===== config.mk =====
export PLATFORM = sky130hd
export DESIGN_NAME = date_normalize_week_parity_core
export DESIGN_NICKNAME = d
export VERILOG_FILES = /design/src/design/dnwp_pkg.sv /design/src/design/date_normalize_week_parity_core.sv /design/src/design/dnwp_datapath.sv /design/src/design/dnwp_ctrl.sv
export SDC_FILE = /design/constraint.sdc
export NUM_CORES = 1
export LEC_CHECK = 0
export BUFFER_PORTS_ARGS = -buffer_cell sky130_fd_sc_hd__buf_2
export CORE_UTILIZATION = 70
export DETAILED_ROUTE_END_ITERATION = 6
export PLACE_DENSITY_LB_ADDON = 0.25
export SYNTH_ARGS = -nofsm -noshare
export SYNTH_HDL_FRONTEND = slang
export SYNTH_HIERARCHICAL = 1
export SYNTH_SLANG_ARGS = --single-unit
export TNS_END_PERCENT = 10

===== constraint.sdc =====
create_clock -name clk_i -period 21.5 [get_ports clk_i]
set_input_delay 5.375 -clock clk_i [delete_from_list [all_inputs] [get_ports clk_i]]
set_output_delay 5.375 -clock clk_i [all_outputs]
set_load 0.005 [all_outputs]

===== src/design/dnwp_pkg.sv =====
// ----------------------------------------------------------------------------
// dnwp_pkg
// Shared types, constants and small calendar functions for the date
// normalizer: controller commands, datapath status and month tables.
// ----------------------------------------------------------------------------
package dnwp_pkg;

  localparam int unsigned YEAR_W  = 14;
  localparam int unsigned MONTH_W = 4;
  localparam int unsigned DAY_W   = 10;
  localparam int unsigned NDAY_W  = 5;
  localparam int unsigned WDAY_W  = 3;
  localparam int unsigned DOY_W   = 9;
  localparam int unsigned SUM_W   = YEAR_W + 1;

  // Division by one hundred is a multiply by a scaled reciprocal.
  localparam int unsigned DIV100_W     = 13;
  localparam int unsigned PROD_W       = YEAR_W + DIV100_W;
  localparam int unsigned Q100_W       = 8;
  localparam logic [DIV100_W-1:0] DIV100_MUL = 13'd5243;

  // Division by seven of a day-of-year value, same scheme.
  localparam int unsigned PROD7_W      = 2 * DOY_W;
  localparam int unsigned Q7_W         = 7;
  localparam logic [PROD7_W-1:0] DIV7_MUL = 18'd293;

  localparam logic [MONTH_W-1:0] MONTH_JAN = 4'd1;
  localparam logic [MONTH_W-1:0] MONTH_FEB = 4'd2;
  localparam logic [MONTH_W-1:0] MONTH_DEC = 4'd12;

  typedef enum logic [3:0] {
    OP_NONE,
    OP_LOAD,
    OP_MUL_YEAR,
    OP_SET_REM,
    OP_NORM,
    OP_DOY,
    OP_MUL_PREV,
    OP_SUM,
    OP_WDAY,
    OP_PARITY
  } dnwp_op_e;

  typedef struct packed {
    dnwp_op_e op;
    logic     out_load;
  } dnwp_cmd_t;

  typedef struct packed {
    logic norm_done;
  } dnwp_status_t;

  function automatic logic [NDAY_W-1:0] dnwp_month_days(
    input logic [MONTH_W-1:0] month,
    input logic               leap
  );
    logic [NDAY_W-1:0] len;
    case (month)
      4'd1, 4'd3, 4'd5, 4'd7, 4'd8, 4'd10, 4'd12: len = 5'd31;
      4'd4, 4'd6, 4'd9, 4'd11:                    len = 5'd30;
      4'd2:                                       len = leap ? 5'd29 : 5'd28;
      default:                                    len = 5'd0;
    endcase
    return len;
  endfunction

  // Days in the months before the given one, for a common year.
  function automatic logic [DOY_W-1:0] dnwp_days_before(input logic [MONTH_W-1:0] month);
    logic [DOY_W-1:0] cum;
    case (month)
      4'd1:    cum = 9'd0;
      4'd2:    cum = 9'd31;
      4'd3:    cum = 9'd59;
      4'd4:    cum = 9'd90;
      4'd5:    cum = 9'd120;
      4'd6:    cum = 9'd151;
      4'd7:    cum = 9'd181;
      4'd8:    cum = 9'd212;
      4'd9:    cum = 9'd243;
      4'd10:   cum = 9'd273;
      4'd11:   cum = 9'd304;
      4'd12:   cum = 9'd334;
      default: cum = 9'd0;
    endcase
    return cum;
  endfunction

  // Remainder modulo seven, folding octal digits since eight is one modulo seven.
  function automatic logic [WDAY_W-1:0] dnwp_mod7(input logic [SUM_W-1:0] s);
    logic [5:0] a;
    logic [3:0] b;
    a = {3'd0, s[2:0]} + {3'd0, s[5:3]} + {3'd0, s[8:6]} + {3'd0, s[11:9]}
      + {3'd0, s[14:12]};
    b = {1'b0, a[5:3]} + {1'b0, a[2:0]};
    if (b >= 4'd7) begin
      b = b - 4'd7;
    end
    return b[2:0];
  endfunction

endpackage


===== src/design/date_normalize_week_parity_core.sv =====
// ----------------------------------------------------------------------------
// date_normalize_week_parity_core
// Normalizes a Gregorian date with an overflowing day and reports the leap
// flag, the weekday of January 1 and the week parity of the result.
// ----------------------------------------------------------------------------
// One request is processed at a time. Normalization steps through the
// month-stepping loop in the datapath once for each month the day overflows.
// A new request is taken as soon as the previous one is finished, even while
// its result still waits in the output register.
module date_normalize_week_parity_core (
  input  logic                          clk_i,
  input  logic                          rst_ni,
  input  logic                          in_valid_i,
  output logic                          in_stall_o,
  input  logic [dnwp_pkg::YEAR_W-1:0]   start_year_i,
  input  logic [dnwp_pkg::MONTH_W-1:0]  start_month_i,
  input  logic [dnwp_pkg::DAY_W-1:0]    start_day_i,
  output logic                          out_valid_o,
  input  logic                          out_stall_i,
  output logic [dnwp_pkg::YEAR_W-1:0]   norm_year_o,
  output logic [dnwp_pkg::MONTH_W-1:0]  norm_month_o,
  output logic [dnwp_pkg::NDAY_W-1:0]   norm_day_o,
  output logic                          leap_flag_o,
  output logic [dnwp_pkg::WDAY_W-1:0]   jan_first_weekday_o,
  output logic                          week_parity_o
);
  import dnwp_pkg::*;

  dnwp_cmd_t    cmd;
  dnwp_status_t status;

  dnwp_ctrl u_ctrl (
    .clk_i       (clk_i),
    .rst_ni      (rst_ni),
    .in_valid_i  (in_valid_i),
    .in_stall_o  (in_stall_o),
    .out_valid_o (out_valid_o),
    .out_stall_i (out_stall_i),
    .cmd_o       (cmd),
    .status_i    (status)
  );

  dnwp_datapath u_datapath (
    .clk_i               (clk_i),
    .cmd_i               (cmd),
    .status_o            (status),
    .start_year_i        (start_year_i),
    .start_month_i       (start_month_i),
    .start_day_i         (start_day_i),
    .norm_year_o         (norm_year_o),
    .norm_month_o        (norm_month_o),
    .norm_day_o          (norm_day_o),
    .leap_flag_o         (leap_flag_o),
    .jan_first_weekday_o (jan_first_weekday_o),
    .week_parity_o       (week_parity_o)
  );

endmodule


===== src/design/dnwp_datapath.sv =====
// ----------------------------------------------------------------------------
// dnwp_datapath
// Date registers, month stepping, the shared divide-by-hundred multiplier,
// weekday and week parity arithmetic, and the result register.
// ----------------------------------------------------------------------------
module dnwp_datapath (
  input  logic                          clk_i,
  input  dnwp_pkg::dnwp_cmd_t           cmd_i,
  output dnwp_pkg::dnwp_status_t        status_o,
  input  logic [dnwp_pkg::YEAR_W-1:0]   start_year_i,
  input  logic [dnwp_pkg::MONTH_W-1:0]  start_month_i,
  input  logic [dnwp_pkg::DAY_W-1:0]    start_day_i,
  output logic [dnwp_pkg::YEAR_W-1:0]   norm_year_o,
  output logic [dnwp_pkg::MONTH_W-1:0]  norm_month_o,
  output logic [dnwp_pkg::NDAY_W-1:0]   norm_day_o,
  output logic                          leap_flag_o,
  output logic [dnwp_pkg::WDAY_W-1:0]   jan_first_weekday_o,
  output logic                          week_parity_o
);
  import dnwp_pkg::*;

  logic [YEAR_W-1:0]  year_q, year_d;
  logic [MONTH_W-1:0] month_q, month_d;
  logic [DAY_W-1:0]   day_q, day_d;
  logic [6:0]         r100_q, r100_d;
  logic [1:0]         q4_q, q4_d;
  logic [PROD_W-1:0]  prod_q, prod_d;
  logic [DOY_W-1:0]   doy_q, doy_d;
  logic [SUM_W-1:0]   sum_q, sum_d;
  logic [WDAY_W-1:0]  wday_q, wday_d;
  logic               par_q, par_d;

  logic                leap;
  logic [NDAY_W-1:0]   dim;
  logic                step;
  logic [YEAR_W-1:0]   year_inc;
  logic [YEAR_W-1:0]   prev_year;
  logic [Q100_W-1:0]   quot100;
  logic [YEAR_W-1:0]   rem_full;
  logic [WDAY_W-1:0]   k0;
  logic [DOY_W-1:0]    sat_off;
  logic [PROD7_W-1:0]  prod7;
  logic [Q7_W-1:0]     quot7;

  assign leap = ((year_q[1:0] == 2'd0) && (r100_q != 7'd0))
             || ((r100_q == 7'd0) && (q4_q == 2'd0));
  assign dim       = dnwp_month_days(month_q, leap);
  assign step      = day_q > {{(DAY_W-NDAY_W){1'b0}}, dim};
  assign year_inc  = year_q + YEAR_W'(1);
  assign prev_year = (year_q == '0) ? '0 : year_q - YEAR_W'(1);
  assign quot100   = prod_q[PROD_W-1 -: Q100_W];
  assign rem_full  = year_q - {{(YEAR_W-Q100_W){1'b0}}, quot100} * YEAR_W'(100);
  assign k0        = 3'd6 - wday_q;
  assign sat_off   = doy_q - DOY_W'(1) - {{(DOY_W-WDAY_W){1'b0}}, k0};
  assign prod7     = {{(PROD7_W-DOY_W){1'b0}}, sat_off} * DIV7_MUL;
  assign quot7     = prod7[PROD7_W-1 -: Q7_W];

  assign status_o.norm_done = !step;

  always_comb begin
    year_d  = year_q;
    month_d = month_q;
    day_d   = day_q;
    r100_d  = r100_q;
    q4_d    = q4_q;
    prod_d  = prod_q;
    doy_d   = doy_q;
    sum_d   = sum_q;
    wday_d  = wday_q;
    par_d   = par_q;
    case (cmd_i.op)
      OP_LOAD: begin
        day_d = start_day_i;
        if (start_month_i == '0) begin
          year_d  = start_year_i;
          month_d = MONTH_JAN;
        end else if (start_month_i > MONTH_DEC) begin
          year_d  = start_year_i + YEAR_W'(1);
          month_d = MONTH_JAN;
        end else begin
          year_d  = start_year_i;
          month_d = start_month_i;
        end
      end
      OP_MUL_YEAR: begin
        prod_d = {{DIV100_W{1'b0}}, year_q} * {{YEAR_W{1'b0}}, DIV100_MUL};
      end
      OP_SET_REM: begin
        r100_d = rem_full[6:0];
        q4_d   = quot100[1:0];
      end
      OP_NORM: begin
        if (step) begin
          day_d = day_q - {{(DAY_W-NDAY_W){1'b0}}, dim};
          if (month_q == MONTH_DEC) begin
            month_d = MONTH_JAN;
            year_d  = year_inc;
            if (year_inc == '0) begin
              r100_d = 7'd0;
              q4_d   = 2'd0;
            end else if (r100_q == 7'd99) begin
              r100_d = 7'd0;
              q4_d   = q4_q + 2'd1;
            end else begin
              r100_d = r100_q + 7'd1;
            end
          end else begin
            month_d = month_q + MONTH_W'(1);
          end
        end
      end
      OP_DOY: begin
        doy_d = dnwp_days_before(month_q)
              + {{(DOY_W-1){1'b0}}, (leap && (month_q > MONTH_FEB))}
              + day_q[DOY_W-1:0] - DOY_W'(1);
      end
      OP_MUL_PREV: begin
        prod_d = {{DIV100_W{1'b0}}, prev_year} * {{YEAR_W{1'b0}}, DIV100_MUL};
      end
      OP_SUM: begin
        sum_d = {1'b0, year_q}
              + {3'd0, prev_year[YEAR_W-1:2]}
              - {{(SUM_W-Q100_W){1'b0}}, quot100}
              + {{(SUM_W-Q100_W+2){1'b0}}, quot100[Q100_W-1:2]};
      end
      OP_WDAY: begin
        wday_d = dnwp_mod7(sum_q);
      end
      OP_PARITY: begin
        if (day_q == '0) begin
          par_d = 1'b0;
        end else if (doy_q > {{(DOY_W-WDAY_W){1'b0}}, k0}) begin
          par_d = ~quot7[0];
        end else begin
          par_d = 1'b0;
        end
      end
      default: begin
      end
    endcase
  end

  always_ff @(posedge clk_i) begin
    year_q  <= year_d;
    month_q <= month_d;
    day_q   <= day_d;
    r100_q  <= r100_d;
    q4_q    <= q4_d;
    prod_q  <= prod_d;
    doy_q   <= doy_d;
    sum_q   <= sum_d;
    wday_q  <= wday_d;
    par_q   <= par_d;
    if (cmd_i.out_load) begin
      norm_year_o         <= year_q;
      norm_month_o        <= month_q;
      norm_day_o          <= day_q[NDAY_W-1:0];
      leap_flag_o         <= leap;
      jan_first_weekday_o <= wday_q;
      week_parity_o       <= par_q;
    end
  end

endmodule


===== src/design/dnwp_ctrl.sv =====
// ----------------------------------------------------------------------------
// dnwp_ctrl
// Sequencer for the date normalizer: takes a request, steps the datapath
// through normalization and the calendar arithmetic, and holds the result
// valid until it is taken.
// ----------------------------------------------------------------------------
module dnwp_ctrl (
  input  logic                   clk_i,
  input  logic                   rst_ni,
  input  logic                   in_valid_i,
  output logic                   in_stall_o,
  output logic                   out_valid_o,
  input  logic                   out_stall_i,
  output dnwp_pkg::dnwp_cmd_t    cmd_o,
  input  dnwp_pkg::dnwp_status_t status_i
);
  import dnwp_pkg::*;

  typedef enum logic [3:0] {
    S_IDLE,
    S_MUL_Y,
    S_REM_Y,
    S_NORM,
    S_DOY,
    S_MUL_P,
    S_SUM,
    S_WDAY,
    S_PAR,
    S_DONE
  } state_e;

  state_e state_q, state_d;
  logic   out_valid_q, out_valid_d;
  logic   out_free;

  assign out_free    = !out_valid_q || !out_stall_i;
  assign in_stall_o  = (state_q != S_IDLE);
  assign out_valid_o = out_valid_q;

  always_comb begin
    state_d        = state_q;
    out_valid_d    = out_valid_q && out_stall_i;
    cmd_o.op       = OP_NONE;
    cmd_o.out_load = 1'b0;
    case (state_q)
      S_IDLE: begin
        if (in_valid_i) begin
          cmd_o.op = OP_LOAD;
          state_d  = S_MUL_Y;
        end
      end
      S_MUL_Y: begin
        cmd_o.op = OP_MUL_YEAR;
        state_d  = S_REM_Y;
      end
      S_REM_Y: begin
        cmd_o.op = OP_SET_REM;
        state_d  = S_NORM;
      end
      S_NORM: begin
        cmd_o.op = OP_NORM;
        if (status_i.norm_done) begin
          state_d = S_DOY;
        end
      end
      S_DOY: begin
        cmd_o.op = OP_DOY;
        state_d  = S_MUL_P;
      end
      S_MUL_P: begin
        cmd_o.op = OP_MUL_PREV;
        state_d  = S_SUM;
      end
      S_SUM: begin
        cmd_o.op = OP_SUM;
        state_d  = S_WDAY;
      end
      S_WDAY: begin
        cmd_o.op = OP_WDAY;
        state_d  = S_PAR;
      end
      S_PAR: begin
        cmd_o.op = OP_PARITY;
        state_d  = S_DONE;
      end
      S_DONE: begin
        if (out_free) begin
          cmd_o.out_load = 1'b1;
          out_valid_d    = 1'b1;
          state_d        = S_IDLE;
        end
      end
      default: begin
        state_d = S_IDLE;
      end
    endcase
  end

  always_ff @(posedge clk_i or negedge rst_ni) begin
    if (!rst_ni) begin
      state_q     <= S_IDLE;
      out_valid_q <= 1'b0;
    end else begin
      state_q     <= state_d;
      out_valid_q <= out_valid_d;
    end
  end

  a_rise_from_done: assert property (@(posedge clk_i) disable iff (!rst_ni)
    $rose(out_valid_q) |-> $past(state_q == S_DONE))
    else $error("Result became valid without a finished request.");

  a_norm_holds: assert property (@(posedge clk_i) disable iff (!rst_ni)
    (state_q == S_NORM && !status_i.norm_done) |=> (state_q == S_NORM))
    else $error("Normalization left before the day fit its month.");

  a_accept_starts: assert property (@(posedge clk_i) disable iff (!rst_ni)
    (state_q == S_IDLE && in_valid_i) |=> (state_q == S_MUL_Y))
    else $error("Accepted request did not start processing.");

  a_no_overwrite: assert property (@(posedge clk_i) disable iff (!rst_ni)
    (out_valid_q && out_stall_i) |-> !cmd_o.out_load)
    else $error("Pending result overwritten.");

endmodule


==> summary.txt, run 1 <==
Outcome
  • Outcome: finished with violations
  • Violated checks: design-rule violations

Clocking
  • CTS root buffer: clkbuf_16
  • H-tree depth: 4
  • Resize count post-CTS: 0
  • CTS tree: built
  • Clk_lat worst skew: about 0.42 ns
  • CTS Buffer Depth: 2
  • CTS hold repair buffers: 0
  • Post-CTS setup buffer count: 0
  • Worst-path clk slew: about 0.050 ns
  • CTS buffer count: 17
  • CTS sink cnt: between 100 and 150

Hold path
  • Hold depth: 0
  • Hold_sp: u_datapath/par_q
  • Hold Path Class: register to register
  • Min-Delay Endpoint: u_datapath/week_parity_o

Global routing
  • Largest net degree at the start of global routing: between 40 and 50
  • Vias in the first global route: roughly 12000
  • Met2 Use GR: 0.561
  • Initial antenna violation count: 0
  • Met1 Use GR: 0.356
  • Global-route wire length before repair: around 57 mm
  • Overflow after GRT: 0
  • GRT Util Overall: 0.310
  • Met3 global-route usage: 0.0570
  • Top Usage Layer GRT: met2

Synth
  • Yosys warns: 6
  • Ys flop type: edfxtp_1
  • Synth top area cells: ha_1 (26%), fa_1 (20%), edfxtp_1 (19%), inv_1 (8.8%), xnor2_1 (4.3%)
  • Most area-hungry cell type in the Yosys netlist: ha_1
  • Mapped cell area: about 16000 um2
  • EDFF count, synth: 101
  • Post-synth ARST share: 0.0435
  • Mapped Cells: approximately 1600
  • Yosys reg bits: 115
  • Syn nets: ~2100
  • Synth top area share: 0.258
  • Sequential area share after synthesis: 0.209
  • Unique masters post-synth: 67
  • Avg Inst Size Synth: between 9 and 10 um2

STA
  • Period minus WS final: around 8.5 ns
  • RSZ-0062 raised after global routing: no
  • Clock Skews: roughly 0.010 ns
  • Worst-Margin Slew: ~1.1 ns
  • Fin. max-slew vios: 0
  • Final period utilization: 0.396
  • TNS Setup: 0 ns
  • Worst slew margin: 0.248
  • Fmax: 118 MHz
  • # setup viols final: 0
  • Final Hold Fails: 0

Cells and area
  • Multi-input gate area: roughly 11000 um2
  • Share of cells above drive strength 1: 0.0758
  • Fill cell count: approximately 1500
  • Sequential Area: 3340 um2
  • Final #Nets: around 2200
  • Diode count: 0
  • P&R area growth vs syn: 7.24%

Place
  • PortBufs: 61
  • Routability congestion estimate: around 0.91
  • DP HPWL: approximately 28 mm

Drt
  • Drt via density: around 5.7
  • Initial DRC Count: 626
  • DRC viols: 1
  • Antenna viol nets, final: 0
  • Total wire length: 33.9 mm
  • DR pass1 iterations: 7
  • Vias post-DR: between 10000 and 15000
  • Wirelength per Cell: 17.2 um

Floorplan
  • I/O Pins: 62
  • CORE AREA: about 22000 um2
  • DIE HEIGHT: 153 um
  • Die width: between 150 and 200 um
  • Initial Util: 0.724
  • Site Rows: 54
  • Total die area: between 20000 and 25000 um2

Critical path
  • Reg2Reg Depth: 26
  • Setup CP Type: input port to register
  • Crit path max fanout: 18
  • Startpoint Class: input port
  • Worst endpoint data arrival time: between 8 and 9 ns
  • Worst EP required: 21.80 ns
  • FF-to-FF End: u_datapath/prod_q[26]
  • Worst R2R Start: u_datapath/year_q[3]
  • Critical Path Sink Type: register
  • Worst R2R Setup Slack: ~13 ns

Run
  • Max capacitance violation total: 0
## worst max-delay path: stages
cell	delay [ns]
buf_2	0.08
nor4_1	0.03
nor3_1	0.90
o21ai_0	0.31
a211oi_4	0.83
mux2i_2	0.53
clkinv_2	0.22
ha_1	0.23
mux2_1	0.29
## flip-flops by register name, indices dropped and copies added, names as in the netlist, named ones only
name / count
u_datapath/sum_q: 15
u_datapath/norm_year_o: 14
u_datapath/year_q: 14
u_datapath/day_q: 10
u_datapath/doy_q: 9
u_datapath/prod_q: 8
u_datapath/r100_q: 7
u_datapath/norm_day_o: 5
u_ctrl/state_q: 4
u_datapath/month_q: 4
u_datapath/norm_month_o: 4
u_datapath/jan_first_weekday_o: 3
u_datapath/wday_q: 3
u_datapath/q4_q: 2
u_ctrl/out_valid_o: 1
u_datapath/leap_flag_o: 1
u_datapath/par_q: 1
u_datapath/week_parity_o: 1
## cells by family after synthesis
logic type	Yosys count	synth area share
multiplexers	16	0.0108
XOR/XNOR	109	0.0597
flip-flops	115	0.209
AND/OR/NAND/NOR	285	0.0870
buffers and inverters	396	0.0948
adder cells (fa/ha/maj)	489	0.458
AO/OA/AOI/OAI	203	0.0810
## stage by stage
step	instances	utilization	worst slack, ns	area, um2	hold WS, ns
6_report	1969	0.776	13.00	17100	0.437
2_1_floorplan	1613	-	13.69	16000	0.400
3_3_place_gp	1937	0.750	12.73	16600	0.419
4_1_cts	1969	0.776	13.01	17100	0.439
5_1_grt	1969	0.776	12.65	17100	0.442
3_5_place_dp	1937	0.750	12.59	16600	0.426
## synth_stat cells (9+ instances only)
cell / n
inv_1: 374
ha_1: 329
fa_1: 160
edfxtp_1: 101
nand2_1: 84
xnor2_1: 78
nor2_1: 60
a21oi_1: 54
o21ai_0: 51
nand3_1: 36
xor2_1: 31
a21o_1: 24
nor3_1: 17
or2_2: 14
nor2b_1: 13
a31oi_1: 11
mux2i_1: 10
and3_1: 9
clkbuf_1: 9
dfxtp_1: 9
## area by class of cell
type / count / share of cell area
tap: 280 / 0.0204
inverter: 375 / 0.0822
multi-input combinational: 1102 / 0.650
sequential: 115 / 0.195
timing repair buffer: 65 / 0.0196
clock buffer: 18 / 0.0256
clock inverter: 14 / 0.00744
## cell usage in the layout, fill, tap and decap left out, drive strengths merged, types with 5 or more instances in the layout
master  synthesis  layout
ha            329     329
dfrtp           5       5
nand3          36      36
o22ai           5       5
nor2           60      60
and2            5       5
clkinv          1       6
xnor2          78      78
nor4            6       6
nand4           8       8
nand2          85      85
nand2b          7       7
or3             6       6
clkbuf         10      18
o211ai          7       7
mux2i          12      12
buf            11      65
or2            14      14
a31oi          11      11
nor2b          13      13
inv           374     378
and3            9       9
a21oi          55      55
or4             5       5
o21ai          54      54
a211oi          6       6
nor3           17      17
a21o           25      25
o21a            9       9
xor2           31      31
fa            160     160
o31ai           6       6
edfxtp        101     101
dfxtp           9       9
## per-layer routing
layer / up-vias / share of wire
met5: - / 0
met4: 0 / 0.039
met3: 101 / 0.055
met2: 346 / 0.51
met1: 5420 / 0.40
li1: 5406 / -
## worst max path at each step
stage | endpoint | startpoint | cells past startpoint
after floorplan | register | in_valid_i | 9
after detailed placement | register | in_valid_i | 9
after global placement | register | in_valid_i | 9
after global routing | register | in_valid_i | 8
final | register | in_valid_i | 9
after CTS | register | in_valid_i | 9
Power of run 1 is left out: the tool's default activity adds up to more than one toggle a clock period on the data nets, which glitch-free logic cannot reach.
==> run 2: changes to the inputs <==
--- a/config.mk
+++ b/config.mk
@@ -5,8 +5,9 @@
 export SDC_FILE = /design/constraint.sdc
 export NUM_CORES = 1
 export LEC_CHECK = 0
+export ABC_AREA = 1
 export BUFFER_PORTS_ARGS = -buffer_cell sky130_fd_sc_hd__buf_2
-export CORE_UTILIZATION = 70
+export CORE_UTILIZATION = 59
 export DETAILED_ROUTE_END_ITERATION = 6
 export PLACE_DENSITY_LB_ADDON = 0.25
 export SYNTH_ARGS = -nofsm -noshare
==> constraint.sdc (replaced) <==
create_clock -name clk_i -period 7.5 [get_ports clk_i]
set_input_delay 1.875 -clock clk_i [delete_from_list [all_inputs] [get_ports clk_i]]
set_output_delay 1.875 -clock clk_i [all_outputs]
set_load 0.005 [all_outputs]
==> summary.txt, run 2 <==
Outcome
  • Outcome: finished clean

Hold path
  • Min-Delay Endpoint: u_datapath/week_parity_o
  • Hold_sp: u_datapath/par_q
  • Hold Path Class: register to register
  • Hold depth: 0 (unchanged)

Drt
  • Wirelength per Cell: 16.2 um (-5.9%)
  • DR pass1 iterations: 5 (-2)
  • Total wire length: 40.5 mm (+19%)
  • Antenna viol nets, final: 0 (unchanged)
  • Initial DRC Count: 671 (+7.2%)
  • Drt via density: 5.40 (-5.7%)
  • Vias post-DR: 13500 (+20%)
  • DRC viols: 0 (-1)

STA
  • Final period utilization: 0.884
  • Final Hold Fails: 0 (unchanged)
  • Worst-Margin Slew: 1.11 ns (-0.00970 ns)
  • Clock Skews: 0.0153 ns (+0.00522 ns)
  • Fin. max-slew vios: 0 (unchanged)
  • Period minus WS final: roughly 6.6 ns
  • Fmax: ~150 MHz
  • Hold WS: 0.437 ns (+0.0000760 ns)
  • RSZ-0062 raised after global routing: no
  • Worst slew margin: 0.256 (+0.00818)
  • TNS Setup: 0 ns (unchanged)
  • # setup viols final: 0 (unchanged)

Critical path
  • Worst EP required: 7.68 ns (-14.12 ns)
  • Critical Path Sink Type: register
  • Worst R2R Start: u_datapath/year_q[3]
  • FF-to-FF End: u_datapath/prod_q[23]
  • Slowest stage cell, crit path: edfxtp_1
  • Reg2Reg Depth: 30 (+15%)
  • Setup CP Type: register to register
  • Worst endpoint data arrival time: 6.81 ns (-1.99 ns)
  • Critical path's largest stage delay: 0.58 ns (-0.32 ns)
  • Most used cell, CP: nand2_1
  • Crit path max fanout: 10 (-8)
  • Startpoint Class: register
  • Worst R2R Setup Slack: 0.87 ns (-12.57 ns)

Clocking
  • Clk_lat worst skew: 0.43 ns (about the same)
  • Worst-path clk slew: 0.06 ns (about the same)
  • Post-CTS setup buffer count: 0 (unchanged)
  • H-tree depth: 4 (unchanged)
  • CTS buffer count: 17 (unchanged)
  • CTS sink cnt: 115 (unchanged)
  • CTS root buffer: clkbuf_16
  • Resize count post-CTS: 0 (unchanged)
  • CTS Buffer Depth: 2 (unchanged)
  • CTS tree: built
  • CTS hold repair buffers: 0 (unchanged)

Synth
  • Synth top area cells: ha_1 (24%), fa_1 (19%), edfxtp_1 (18%), inv_1 (11%), nand2_1 (7.4%)
  • Sequential area share after synthesis: 0.195 (-0.0136)
  • Synth Area in Adders: 0.428 (-0.0299)
  • Largest family of logic cells by synthesized area: adder cells
  • Unique masters post-synth: 43 (-36%)
  • Synth Area in Simple Gates: 0.163 (+0.0758)
  • Avg Inst Size Synth: 8.49 um2 (-14%)
  • Ys flop type: edfxtp_1
  • Mux contribution to synthesized area: 0.00132 (-0.00948)
  • Post-synth ARST share: 0.0435 (unchanged)
  • Top post-synthesis cells by count: inv_1 (482), nand2_1 (338), ha_1 (329), fa_1 (160)
  • Yosys reg bits: 115 (unchanged)
  • EDFF count, synth: 101 (unchanged)
  • Synth Area in Compound Gates: 0.0686 (-0.0124)
  • Mapped cell area: 17100 um2 (+7.0%)
  • Yosys warns: 6 (unchanged)
  • Syn nets: 2536 (+19%)
  • Most area-hungry cell type in the Yosys netlist: ha_1
  • Most numerous cell in the Yosys netlist: inv_1
  • Synth top area share: 0.241 (-0.0168)
  • Post-Synth XOR/XNOR Area: 0.0328 (-0.0269)
  • Mapped Cells: 2015 (+25%)

Floorplan
  • Initial Util: 0.607 (-0.116)
  • Die width: 172 um (+13%)
  • DIE HEIGHT: 172 um (+13%)
  • CORE AREA: 28200 um2 (+27%)
  • I/O Pins: 62 (unchanged)
  • Site Rows: 61 (+13%)
  • Total die area: 29700 um2 (+27%)

Global routing
  • Largest net degree at the start of global routing: 42 (+2.4%)
  • GRT Util Overall: 0.295 (-0.0158)
  • Vias in the first global route: 13900 (+14%)
  • Overflow after GRT: 0 (unchanged)
  • Initial antenna violation count: 0 (unchanged)
  • Global-route wire length before repair: 67.3 mm (+18%)

Run
  • Max capacitance violation total: 0 (unchanged)

Cells and area
  • Fill cell count: 2293 (+57%)
  • Utilization after layout: 0.661 (-0.115)
  • Final #Nets: 2626 (+20%)
  • Top reg by flops: u_datapath/sum_q
  • Diode count: 0 (unchanged)
  • Share of cells above drive strength 1: 0.0727 (-0.00307)
  • Max reg flops: 15 (unchanged)
  • P&R area growth vs syn: 8.82%
  • Commonest non-fill, non-tap cell in the layout: inv_1
  • Biggest regs: u_datapath/sum_q (15), u_datapath/norm_year_o (14), u_datapath/year_q (14)
  • Most frequent cells in the layout: inv_1 (482), nand2_1 (338), ha_1 (329)

Place
  • DP HPWL: 33.9 mm (+22%)
  • Routability congestion estimate: 0.929 (+2.3%)
  • PortBufs: 61 (unchanged)
## run 2: changes by cell type after synthesis, sizes merged, moves of 22 or more
| cell | previous run | this run |
|---|---|---|
| nand2 | 85 | 345 |
| nand3 | 36 | 110 |
| inv | 374 | 490 |
| nor2 | 60 | 111 |
| xnor2 | 78 | 17 |
| a21oi | 55 | 77 |
## run 2: cell families (layout without fill, tap and decap cells)
kind of cell    Yosys count  count (layout)
compound gates          202             202
xor+xnor                 64              64
fa+ha+maj               489             489
buf+inv                 503             606
flops                   115             115
mux                       2               2
simple gates            640             640
## run 2: area by class of cell
cell class | count | area [um2] | area share
Timing Repair Buffer | 84 | 478 | 0.0257
Inverter | 490 | 1840 | 0.0988
Clock inverter | 6 | 62.6 | 0.00336
Sequential cell | 115 | 3340 | 0.179
Tap cell | 378 | 473 | 0.0254
Clock buffer | 26 | 553 | 0.0297
Multi-Input combinational cell | 1397 | 11900 | 0.638
## run 2: critical path: cells and delay by family, from the launching register on
family / cells / cell delay [ns]
compound gates: 1 / 0.13
xor+xnor: 1 / 0.08
fa+ha+maj: 7 / 3.04
buf+inv: 4 / 0.49
flops: 1 / 0.58
simple gates: 17 / 2.09
## run 2: worst max-delay path by stage
stage / from / endpoint / slack, ns / cells after the start
4_1_cts: u_datapath/year_q[3] / u_datapath/prod_q[23] / 0.88 / 30
3_3_place_gp: u_datapath/year_q[3] / u_datapath/prod_q[23] / 1.08 / 30
5_1_grt: u_datapath/year_q[3] / u_datapath/prod_q[24] / 0.34 / 28
2_1_floorplan: u_datapath/year_q[5] / u_datapath/prod_q[23] / 1.31 / 27
3_5_place_dp: u_datapath/year_q[3] / u_datapath/prod_q[23] / 0.94 / 30
6_report: u_datapath/year_q[3] / u_datapath/prod_q[23] / 0.87 / 30
## run 2: metal layers
layer / global-route usage / up-vias / part of all wire
met5: 0 / - / 0
li1: - / 6605 / -
met4: 0.125 / 0 / 0.035
met3: 0.0453 / 98 / 0.048
met1: 0.354 / 6391 / 0.42
met2: 0.522 / 386 / 0.50
## run 2: metrics by stage
step           setup slack (ns)  instances  area, um2
2_1_floorplan              1.31       2015      17100
3_3_place_gp               1.08       2464      18000
3_5_place_dp              0.937       2464      18000
4_1_cts                   0.882       2496      18600
5_1_grt                   0.342       2496      18600
6_report                  0.871       2496      18600
Power of run 2 is left out for the same reason.
==> run 3: changes to the inputs <==
--- a/config.mk
+++ b/config.mk
@@ -6,7 +6,8 @@
 export NUM_CORES = 1
 export LEC_CHECK = 0
 export ABC_AREA = 1
-export BUFFER_PORTS_ARGS = -buffer_cell sky130_fd_sc_hd__buf_2
+export BUFFER_PORTS_ARGS = -buffer_cell sky130_fd_sc_hd__clkbuf_2
+export CORE_ASPECT_RATIO = 1.5
 export CORE_UTILIZATION = 59
 export DETAILED_ROUTE_END_ITERATION = 6
 export PLACE_DENSITY_LB_ADDON = 0.25
==> summary.txt, run 3 (synthesized netlist as in run 2, its figures left out) <==
Outcome
  • Outcome: finished clean

Global routing
  • GRT Util Overall: 0.300 (+0.00532)
  • Vias in the first global route: 14300 (+2.7%)
  • Initial antenna violation count: 0 (unchanged)
  • Largest net degree at the start of global routing: 42 (unchanged)
  • Overflow after GRT: 0 (unchanged)
  • Global-route wire length before repair: 68.7 mm (+2.0%)

Clocking
  • Clk_lat worst skew: 0.43 ns (about the same)
  • Resize count post-CTS: 0 (unchanged)
  • CTS tree: built
  • CTS Buffer Depth: 2 (unchanged)
  • CTS root buffer: clkbuf_16
  • Post-CTS setup buffer count: 0 (unchanged)
  • CTS buffer count: 17 (unchanged)
  • Worst-path clk slew: 0.06 ns (about the same)
  • CTS sink cnt: 115 (unchanged)
  • CTS hold repair buffers: 0 (unchanged)
  • H-tree depth: 4 (unchanged)

Hold path
  • Min-Delay Endpoint: u_datapath/week_parity_o
  • Hold Path Class: register to register
  • Hold_sp: u_datapath/par_q
  • Hold depth: 0 (unchanged)

STA
  • Final WS setup: 0.787 ns (-0.0840 ns)
  • Worst-Margin Slew: 1.08 ns (-0.0295 ns)
  • Clock Skews: 0.0113 ns (-0.00406 ns)
  • RSZ-0062 raised after global routing: no
  • Fin. max-slew vios: 0 (unchanged)
  • # setup viols final: 0 (unchanged)
  • Worst slew margin: 0.272 (+0.0161)
  • Final Hold Fails: 0 (unchanged)
  • Final period utilization: 0.895 (+0.0112)
  • Fmax: 149 MHz (-1.3%)
  • Period minus WS final: 6.71 ns (+0.0840 ns)
  • TNS Setup: 0 ns (unchanged)

Critical path
  • Worst endpoint data arrival time: 6.89 ns (+0.08 ns)
  • Startpoint Class: register
  • FF-to-FF End: u_datapath/prod_q[22]
  • Setup CP Type: register to register
  • Worst R2R Start: u_datapath/year_q[3]
  • Worst EP required: 7.68 ns (about the same)
  • Crit path max fanout: 10 (unchanged)
  • Critical Path Sink Type: register
  • Worst R2R Setup Slack: 0.79 ns (-0.08 ns)
  • Reg2Reg Depth: 26 (-13%)

Drt
  • DR pass1 iterations: 5 (unchanged)
  • Antenna viol nets, final: 0 (unchanged)
  • Vias post-DR: 13400 (-0.76%)
  • DRC viols: 0 (unchanged)
  • Total wire length: 41.2 mm (+1.8%)
  • Wirelength per Cell: 16.5 um (+1.5%)
  • Initial DRC Count: 506 (-25%)
  • Drt via density: 5.34 (-1.0%)

Place
  • Place WS: 0.934 ns (-0.00267 ns)
  • PortBufs: 61 (unchanged)
  • Routability congestion estimate: 0.922 (-0.80%)
  • DP HPWL: 35.1 mm (+3.3%)

Cells and area
  • Share of cells above drive strength 1: 0.0710 (-0.00172)
  • Most frequent cells in the layout: inv_1 (482), nand2_1 (338), ha_1 (329)
  • Fill cell count: 2432 (+6.1%)
  • Multi-input gate area: 11900 um2 (about the same)
  • Max reg flops: 15 (unchanged)
  • Sequential Area: 3340 um2 (unchanged)
  • Utilization after layout: 0.647 (-0.0137)
  • P&R area growth vs syn: 8.30%
  • Diode count: 0 (unchanged)
  • Commonest non-fill, non-tap cell in the layout: inv_1
  • Top reg by flops: u_datapath/sum_q
  • Biggest regs: u_datapath/sum_q (15), u_datapath/norm_year_o (14), u_datapath/year_q (14)
  • Final #Nets: 2621 (-0.19%)

Run
  • Max capacitance violation total: 0 (unchanged)

Floorplan
  • Total die area: 29700 um2 (about the same)
  • DIE HEIGHT: 211 um (+22%)
  • Initial Util: 0.598 (-0.00974)
  • Die width: 141 um (-18%)
  • CORE AREA: 28600 um2 (+1.6%)
  • I/O Pins: 62 (unchanged)
  • Site Rows: 76 (+25%)
-- run 3: cell count changes in the layout (fill, tap and decap cells not counted), moves of 3 or more --
cell        previous run  this run
buf_2                 61         0
buf_4                 23        18
clkbuf_16             20        17
clkbuf_2               0        61
clkbuf_8               3         0
clkinvlp_4             1         4
-- run 3: per-stage QoR --
step | instance area [um2] | cells | hold WS, ns
after global routing | 18500 | 2503 | 0.432
final | 18500 | 2503 | 0.429
after detailed placement | 18000 | 2471 | 0.423
after CTS | 18500 | 2503 | 0.434
after global placement | 18000 | 2471 | 0.402
after floorplan | 17100 | 2015 | 0.400
-- run 3: metal layers --
layer | wire, um | part of all wire | up-vias | global-route usage
met5 | 0 | 0 | - | 0
met4 | 2270 | 0.055 | 0 | 0.172
met3 | 1310 | 0.032 | 147 | 0.0304
met1 | 15000 | 0.36 | 6308 | 0.307
li1 | - | - | 6585 | -
met2 | 22700 | 0.55 | 337 | 0.584
-- run 3: critical path, stage by stage, from the launching register on --
cell      delay, ns
edfxtp_1       0.61
inv_1          0.34
ha_1           0.30
nand2_1        0.07
nand2_1        0.07
nor2_1         0.13
inv_1          0.07
nor2_1         0.16
o21ai_0        0.14
nand2_1        0.08
nand2_1        0.05
nor2_1         0.53
ha_1           0.38
fa_1           0.57
fa_1           0.45
fa_1           0.50
inv_1          0.06
fa_1           0.53
inv_1          0.04
ha_1           0.33
a21o_1         0.21
a21oi_1        0.23
nor3_1         0.07
nor3_1         0.25
nand3b_1       0.12
nand3_1        0.09
nand2_1        0.07
-- run 3: how the worst max path moves through the flow --
stage / start / endpoint / slack, ns / cells past startpoint
4_1_cts: u_datapath/year_q[3] / u_datapath/prod_q[22] / 0.92 / 26
2_1_floorplan: u_datapath/year_q[5] / u_datapath/prod_q[23] / 1.31 / 27
6_report: u_datapath/year_q[3] / u_datapath/prod_q[22] / 0.79 / 26
5_1_grt: u_datapath/year_q[3] / u_datapath/prod_q[22] / 0.35 / 27
3_3_place_gp: u_datapath/year_q[3] / u_datapath/prod_q[22] / 1.05 / 26
3_5_place_dp: u_datapath/year_q[3] / u_datapath/prod_q[22] / 0.93 / 26
-- run 3: layout make-up --
type,instances,area share
multi-input combinational,1397,0.641
sequential,115,0.180
inverter,490,0.0993
tap,390,0.0263
timing repair buffer,79,0.0238
clock buffer,18,0.0232
clock inverter,14,0.00615
Power of run 3 is left out for the same reason.
